[config.mk]
export PLATFORM = sky130hd
export DESIGN_NAME = ppt_ctrl
export DESIGN_NICKNAME = d
export VERILOG_FILES = /design/src/hw/rtl/ppt_pkg.sv /design/src/hw/rtl/ppt_ctrl.sv
export SDC_FILE = /design/constraint.sdc
export NUM_CORES = 1
export LEC_CHECK = 0
export BUFFER_PORTS_ARGS = -buffer_cell sky130_fd_sc_hd__buf_4
export CORE_AREA = 2 2 39 41
export CTS_CLUSTER_DIAMETER = 80
export DETAILED_ROUTE_END_ITERATION = 8
export DIE_AREA = 0 0 41 43
export PLACE_DENSITY_LB_ADDON = 0.1
export SYNTH_ARGS = -nofsm -noshare
export SYNTH_HDL_FRONTEND = slang
export SYNTH_SLANG_ARGS = --single-unit
[constraint.sdc]
create_clock -name clock -period 1.7 [get_ports clock]
set_input_delay 0.085 -clock clock [delete_from_list [all_inputs] [get_ports clock]]
set_output_delay 0.085 -clock clock [all_outputs]
set_load 0.02 [all_outputs]
[src/hw/rtl/ppt_pkg.sv]
// Shared types and constants for the patience pile-tops engine.
`timescale 1ns / 1ps

package ppt_pkg;

   // Field widths fixed by the stream format
   localparam int VAL_IN_W  = 32;
   localparam int IDX_W     = 11;
   localparam int REQ_DATA_W = 40;
   localparam int RSP_DATA_W = 16;

   // Command field codes
   localparam logic CMD_INSERT = 1'b0;
   localparam logic CMD_QUERY  = 1'b1;

   // Controller to datapath strobes
   typedef struct packed {
      logic load;    // capture request, open search window
      logic issue;   // first probe read of the window
      logic probe;   // narrow window on read data, maybe read again
      logic finish;  // update piles and load result register
   } ctrl_cmd_type;

   // Datapath to controller status
   typedef struct packed {
      logic more;    // search window still non-empty after this step
   } dp_status_type;

endpackage

[src/hw/rtl/ppt_ctrl.sv]
// Sequencer for the pile search: load, probe loop, update, result handoff.
`timescale 1ns / 1ps

module ppt_ctrl (
   input  logic                  clock,
   input  logic                  reset,
   input  logic                  req_tvalid,
   output logic                  req_tready,
   output logic                  rsp_tvalid,
   input  logic                  rsp_tready,
   output ppt_pkg::ctrl_cmd_type cmd,
   input  ppt_pkg::dp_status_type status
);
   import ppt_pkg::*;

   typedef enum logic [3:0] {
      ST_IDLE   = 4'b0001,
      ST_ISSUE  = 4'b0010,
      ST_PROBE  = 4'b0100,
      ST_UPDATE = 4'b1000
   } state_type;

   state_type state_ff, state_in;
   logic      rsp_valid_ff, rsp_valid_in;
   logic      out_free;

   assign req_tready = (state_ff == ST_IDLE);
   assign rsp_tvalid = rsp_valid_ff;
   assign out_free   = !rsp_valid_ff || rsp_tready;

   always_comb begin
      state_in     = state_ff;
      rsp_valid_in = rsp_valid_ff && !rsp_tready;
      cmd          = '0;
      case (state_ff)
         ST_IDLE: begin
            if (req_tvalid) begin
               cmd.load = 1'b1;
               state_in = ST_ISSUE;
            end
         end
         ST_ISSUE: begin
            cmd.issue = 1'b1;
            state_in  = status.more ? ST_PROBE : ST_UPDATE;
         end
         ST_PROBE: begin
            cmd.probe = 1'b1;
            state_in  = status.more ? ST_PROBE : ST_UPDATE;
         end
         ST_UPDATE: begin
            // hold until the result register can take the new result
            if (out_free) begin
               cmd.finish   = 1'b1;
               rsp_valid_in = 1'b1;
               state_in     = ST_IDLE;
            end
         end
         default: begin
            state_in = ST_IDLE;
         end
      endcase
   end

   always_ff @(posedge clock) begin
      if (reset) begin
         state_ff     <= ST_IDLE;
         rsp_valid_ff <= 1'b0;
      end else begin
         state_ff     <= state_in;
         rsp_valid_ff <= rsp_valid_in;
      end
   end

endmodule

# Yosys cells after proc, flatten, opt, wreduce, memory -nomap -nowiden
# Index checks and enable logic that the tools add are counted.
# word_totals
ff_bits,5
word_cells,26
inputBits,5
# op_classes
muxes,12
reduce_logical,6
eq_ne,6
# op_table
op,count
2-to-1 mux 4 bit,3
case mux 4 bit (3 select lines),1
2-to-1 mux 1 bit,8
"equality test 4 x 1 -> 1 bit, second input constant",1
"equality test 4 x 2 -> 1 bit, second input constant",1
"equality test 4 x 3 -> 1 bit, second input constant",1
"equality test 4 bit, second input constant",1
"inequality test 2 bit, second input constant",2
logical NOT 1 bit,2
AND reduction 2 bit,1
OR reduction 2 bit,1
logical AND 1 bit,1
logical OR 1 bit,1

# Logic depth before layout (Yosys ltp)
# Gate-level depths: netlist of run 1.
# depth
ltp_word,4
mapped_depth,3
ltp_nobuf,3

# Worst setup path after synthesis of run 1
# OpenSTA, ideal clock, no wires.
# synth_timing
path_kind,register to register
from,register state_ff[3]
to,register state_ff[1]
arrival_ns,1.442
path_stages_with_launch,4
slack_ns,0.193
n_path_buf,0
synth_period_minus_slack_ns,1.507
required_time_ns,1.635
setup_ns,0.065
cell_sequence,dfxtp_1 > nor4b_2 > and2_1 > nor2b_1
# synth_between
elab_chain_cells,3
word_cells_on_any_way,9
classes_between,6 x eq/ne; 1 x mux; 2 x reduce/logical
# synth_rtl
element,line_no,text
"start, declared",ppt_ctrl.sv:23,"state_type state_ff, state_in;"
"start signal, assigned",ppt_ctrl.sv:69,state_ff <= state_in;
equality test 4 x 1 -> 1 bit (*),--,
net req_tready,ppt_ctrl.sv:8,"output logic req_tready,"
inequality test 2 bit (no line),--,
AND reduction 2 bit (no line),--,
# The timed path passes the listed nets; every way through them passes the cells marked *.
# A chain may end at the register's enable or synchronous reset.

==> results of run 1 <==
final cells by class:
class,count,area (µm²),share of cell area
multi-input combinational,17,139,0.381
sequential,5,100,0.275
timing repair buffer,10,75.1,0.206
clock buffer,4,26.3,0.0722
tap,16,20.0,0.0550
inverter,1,3.75,0.0103
stage by stage:
step                setup slack (ns)  instance area [µm²]
finish                        0.0805                  364
global route                 0.00798                  364
CTS                           0.0674                  364
detailed placement             0.335                  338
global placement               0.339                  338
floorplan                      0.193                  243
kinds of logic after synthesis:
family,count (synthesis)
AND/OR/NAND/NOR,12
flip-flops,5
AO/OA/AOI/OAI,4
XOR/XNOR,1
buffers and inverters,1
layout by cell type (no fill, tap or decap):
cell      netlist  final
and2_1          1      1
nor2_4          1      1
or4b_4          1      1
o31ai_1         1      1
nor2b_1         1      1
or2b_2          1      1
nor3_1          1      1
xnor2_1         1      1
and2b_2         1      1
nor4b_1         2      2
dfxtp_1         5      5
inv_1           1      1
nor4_1          1      1
and3_1          1      1
nor4b_2         1      1
buf_4           0     10
clkbuf_1        0      1
a21oi_1         2      2
o21a_1          1      1
clkbuf_4        0      3
power by group through the flow:
stage	Combinational, mW	Clock [mW]	Sequential, mW
global placement	0.0517	0	0.133
finish	0.0510	0.138	0.131
CTS	0.0518	0.146	0.131
floorplan	0.0293	0	0.131
global route	0.0552	0.153	0.131
detailed placement	0.0516	0	0.133
how the worst min path moves through the flow:
stage                      from                    end  cells after the start  slack [ns]
after CTS                 reset  rsp_tvalid$_SDFF_PP0_                      2       0.005
after detailed placement  reset  rsp_tvalid$_SDFF_PP0_                      2        0.27
after floorplan           reset  rsp_tvalid$_SDFF_PP0_                      1        0.15
final                     reset  rsp_tvalid$_SDFF_PP0_                      2        0.01
after global placement    reset  rsp_tvalid$_SDFF_PP0_                      2        0.27
after global routing      reset  rsp_tvalid$_SDFF_PP0_                      2       0.008
per-layer routing:
layer | share of wire | track usage
met2 | 0.42 | 0.0938
met5 | 0 | 0
met4 | 0.032 | 0.100
met3 | 0.11 | 0.0681
met1 | 0.44 | 0.0804
registers in the layout, indices dropped and copies added (netlist names):
register	count
state_ff	4
rsp_tvalid	1
==> results.py, run 1 <==
metrics = {
    "run_status": {
        "status": "finished clean",
    },
    "worst_setup_path": {
        "cp_slowest_stage_delay_ns": 0.52,
        "r2r_start": "state_ff[3]$_SDFFE_PP0P_",
        "critPathBufInv": 1,
        "crit_path_end": "cmd[0]",
        "crit_fanout": 6,
        "ff2ff_path_depth": 3,
        "end_kind": "output port",
        "r2r_slack_ns": 0.44,
        "critPathLaunchType": "flip-flop",
        "reg2reg_to": "state_ff[0]$_SDFFE_PP1P_",
        "path_cells": "or4b_4, and2b_2, buf_4",
        "crit_cells": 3,
        "crit_required_ns": 1.62,
        "crit_family": "simple AND/OR/NAND/NOR gates",
        "slowest_stage": "or4b_4",
        "critical_path_arrival_ns": 1.53,
        "setup.worst_path.start": "state_ff[3]$_SDFFE_PP0P_",
        "criticalPathCategory": "flip-flop to output port",
    },
    "cells_and_area": {
        "final_cells": 53,
        "area_growth_pct": 50.0,
        "final_nets": 43,
        "n_fill_cell": 159,
        "insertedDiodeCount": 0,
        "drive_gt1_frac": 0.486,
        "fin_util": 0.263,
    },
    "synth": {
        "yosysUniqueCellTypes": 17,
        "yosysSeqAreaShare": 0.412,
        "synth_top_area_frac": 0.412,
        "synthSimpleGateAreaFrac": 0.433,
        "postSynthCellCount": 23,
        "avgSynthCellArea_um2": 10.6,
        "ys_ff_latch": 5,
        "yosys_warnings": 0,
        "synth.mux.area_fraction": 0,
        "synth_commonest_cells": "5 x dfxtp_1, 2 x a21oi_1, 2 x nor4b_1",
        "synthFlopType": "dfxtp_1",
        "synth_top_family_by_area": "simple AND/OR/NAND/NOR gates",
        "synth_compound_area_frac": 0.103,
        "synthesis.area_um2": 243,
        "synth.most_common_cell": "dfxtp_1",
        "synthXorXnorAreaFrac": 0.0361,
        "synthesis.nets": 28,
        "synth-edff-count": 0,
        "async_flop_share": 0,
        "synth_fa_ha_area_frac": 0,
        "synth.area.top_cells": "dfxtp_1 41%, nor4b_1 7.2%, nor4b_2 6.2%, or4b_4 5.7%, nor2_4 4.6%",
        "synth.largest_area_cell": "dfxtp_1",
    },
    "power_and_ir_drop": {
        "power_mw": 0.320,
        "p_per_area_mw_per_mm2": 878,
        "seq_power_share": 0.408,
        "p_sw_frac": 0.254,
        "peakVddDrop_uv": 269,
        "p_switching_mw": 0.0814,
        "clkPwrFrac": 0.432,
        "power.leakage_nw": 0.150,
        "p_comb_frac": 0.159,
        "p_int_mw": 0.238,
    },
    "sta": {
        "min_period_ns": 1.62,
        "final_hold_viol_count": 0,
        "finalMaxSlewViolations": 0,
        "fin_crit_sh": 0.953,
        "fin_hold_ws_ns": 0.0120,
        "rsz0062_at_grt": "false",
        "worstMarginPinSlew_ns": 0.368,
        "finalSetupViolations": 0,
        "skew_ns": 0.00419,
        "fmax_mhz": 617,
        "slew-limit-headroom": 0.754,
        "fin_setup_tns_ns": 0,
    },
    "global_routing": {
        "grt_antenna_before_repair": 0,
        "grt_pass1_wl_um": 883,
        "gr-usage-all-layers": 0.0833,
        "overflow": 0,
        "grt_pass1_vias": 214,
        "grt_start_max_net_pins": 7,
    },
    "floorplanning": {
        "num_rows": 14,
        "die_h_um": 43,
        "ios": 11,
        "core_area_mm2": 0.00138,
        "die_area_mm2": 0.00176,
        "die_x_um": 41,
        "start_util": 0.175,
    },
    "cts": {
        "root_buffer": "clkbuf_4",
        "cts.sinks": 5,
        "postCtsSetupBuffers": 0,
        "cts_tree": "yes",
        "clkTransAtPathRegs_ns": 0.05,
        "holdBufCountCts": 0,
        "clk_latency_ns": 0.24,
        "clockBufferDepth": 2,
        "post_cts_resized": 0,
        "cts-buffers-inserted": 3,
        "htree_levels": 1,
    },
    "routing": {
        "ant_nets": 0,
        "via_per_inst": 4.28,
        "drtPass1Iterations": 4,
        "vias": 227,
        "wl_per_cell_um": 10.0,
        "drc": 0,
        "drt_iter0_markers": 3,
        "finalWirelength_um": 530,
    },
    "place": {
        "portBuffers": 10,
        "place.gp.congestion": 0.721,
        "post-place-cells": 49,
        "hpwlAfterDp_um": 406,
    },
    "hold_path": {
        "hp-class": "primary input to flip-flop",
    },
    "job": {
        "drv_cap": 0,
    },
}
No activity file was read; power rests on OpenSTA's default activity.
==> run 2: changes to the inputs <==
--- a/config.mk
+++ b/config.mk
@@ -6,11 +6,12 @@
 export NUM_CORES = 1
 export LEC_CHECK = 0
 export BUFFER_PORTS_ARGS = -buffer_cell sky130_fd_sc_hd__buf_4
-export CORE_AREA = 2 2 39 41
+export CORE_AREA = 5 5 42 44
 export CTS_CLUSTER_DIAMETER = 80
 export DETAILED_ROUTE_END_ITERATION = 8
-export DIE_AREA = 0 0 41 43
+export DIE_AREA = 0 0 47 49
 export PLACE_DENSITY_LB_ADDON = 0.1
+export SKIP_LAST_GASP = 1
 export SYNTH_ARGS = -nofsm -noshare
 export SYNTH_HDL_FRONTEND = slang
 export SYNTH_SLANG_ARGS = --single-unit
==> results.py, run 2 (synthesized netlist as in run 1, its figures left out) <==
metrics = {
    "power_and_ir_drop": {
        "p_per_area_mw_per_mm2": 876,
        "power.leakage_nw": 0.150,
        "clkPwrFrac": 0.429,
        "p_int_mw": 0.238,
        "p_comb_frac": 0.162,
        "peakVddDrop_uv": 286,
        "p_sw_frac": 0.252,
        "seq_power_share": 0.410,
        "p_switching_mw": 0.0805,
    },
    "cts": {
        "post_cts_resized": 0,
        "htree_levels": 1,
        "clockBufferDepth": 2,
        "clkTransAtPathRegs_ns": 0.04,
        "clk_latency_ns": 0.24,
        "cts_tree": "yes",
        "cts-buffers-inserted": 3,
        "postCtsSetupBuffers": 0,
        "holdBufCountCts": 0,
        "cts.sinks": 5,
        "root_buffer": "clkbuf_4",
    },
    "sta": {
        "min_period_ns": 1.62,
        "finalMaxSlewViolations": 0,
        "finalSetupViolations": 0,
        "skew_ns": 0.00445,
        "fin_crit_sh": 0.950,
        "fmax_mhz": 619,
        "rsz0062_at_grt": "false",
        "slew-limit-headroom": 0.749,
        "fin_hold_ws_ns": 0.0135,
        "worstMarginPinSlew_ns": 0.376,
        "final_hold_viol_count": 0,
        "fin_setup_tns_ns": 0,
    },
    "cells_and_area": {
        "final_cell_mix": "10 x buf_4, 5 x dfxtp_1, 3 x clkbuf_4",
        "area_growth_pct": 50.0,
        "insertedDiodeCount": 0,
        "postLayoutCellArea_um2": 364,
        "largest_reg_flops": 4,
        "final_nets": 43,
        "layout_commonest_cell": "buf_4",
        "largest_register": "state_ff",
        "drive_gt1_frac": 0.486,
    },
    "run_status": {
        "status": "finished clean",
    },
    "place": {
        "portBuffers": 10,
        "place_area_um2": 338,
        "place.gp.congestion": 0.676,
    },
    "worst_setup_path": {
        "path_cells": "or4b_4, and2b_2, buf_4",
        "cp_slowest_stage_delay_ns": 0.52,
        "critPathLaunchType": "flip-flop",
        "end_kind": "output port",
        "criticalPathCategory": "flip-flop to output port",
        "crit_required_ns": 1.62,
        "crit_fanout": 6,
        "slowest_stage": "or4b_4",
        "ff2ff_path_depth": 3,
        "critical_path_arrival_ns": 1.53,
    },
    "global_routing": {
        "grt_antenna_before_repair": 0,
        "overflow": 0,
        "grt_pass1_vias": 211,
        "gr-usage-all-layers": 0.0598,
        "grt_start_max_net_pins": 7,
        "grt_pass1_wl_um": 903,
    },
    "floorplanning": {
        "core_area_mm2": 0.00140,
        "start_util": 0.173,
        "num_rows": 14,
        "ios": 11,
        "die_h_um": 49,
        "die_area_mm2": 0.00230,
        "die_x_um": 47,
    },
    "routing": {
        "via_per_inst": 4.19,
        "finalWirelength_um": 552,
        "drt_iter0_markers": 0,
        "drtPass1Iterations": 1,
        "wl_per_cell_um": 10.4,
        "ant_nets": 0,
        "vias": 222,
        "drc": 0,
    },
    "hold_path": {
        "hold_depth": 2,
        "hp-class": "primary input to flip-flop",
    },
    "job": {
        "drv_cap": 0,
    },
}
[run 2: cell counts in the layout (fill, tap and decap cells not counted)]
No cell type changed its count.
[run 2: cell type report]
type	instances	area, µm²
timing repair buffer	10	75.1
fill	165	1040
multi-input combinational	17	139
sequential	5	100
clock buffer	4	26.3
inverter	1	3.75
tap	16	20.0
[run 2: per-stage QoR]
step / instances / power, mW / util / worst slack (ns)
after global routing: 53 / 0.339 / 0.260 / 0.0107
after CTS: 53 / 0.327 / 0.260 / 0.0697
after detailed placement: 49 / 0.185 / 0.241 / 0.334
final: 53 / 0.319 / 0.260 / 0.0842
after global placement: 49 / 0.185 / 0.241 / 0.343
after floorplan: 23 / 0.160 / - / 0.193
[run 2: routing by layer]
layer / routed length (µm) / vias up / GRT usage
li1: - / 114 / -
met1: 266 / 94 / 0.0789
met4: 29 / 0 / 0.0829
met3: 60 / 4 / 0.0221
met5: 0 / - / 0
met2: 195 / 10 / 0.0566
[run 2: power by group through the flow]
| stage | Clock [mW] | Sequential (mW) | Combinational (mW) |
|---|---|---|---|
| final | 0.137 | 0.131 | 0.0515 |
| after global routing | 0.151 | 0.132 | 0.0563 |
| after CTS | 0.143 | 0.131 | 0.0530 |
| after detailed placement | 0 | 0.133 | 0.0526 |
| after global placement | 0 | 0.133 | 0.0522 |
| after floorplan | 0 | 0.131 | 0.0293 |
[run 2: worst max-delay path: cells and delay by family, from the launching register on]
kind                   cells  cell delay (ns)
AND/OR/NAND/NOR            2             0.74
flip-flops                 1             0.42
buffers and inverters      1             0.13
[run 2: final timing paths]
path,slack (ns),endpoint,startpoint
min,0.01,rsp_tvalid$_SDFF_PP0_,reset
max,0.08,cmd[0],state_ff[3]$_SDFFE_PP0P_
max reg2reg,0.43,state_ff[0]$_SDFFE_PP1P_,state_ff[3]$_SDFFE_PP0P_
min reg2reg,0.60,rsp_tvalid$_SDFF_PP0_,rsp_tvalid$_SDFF_PP0_
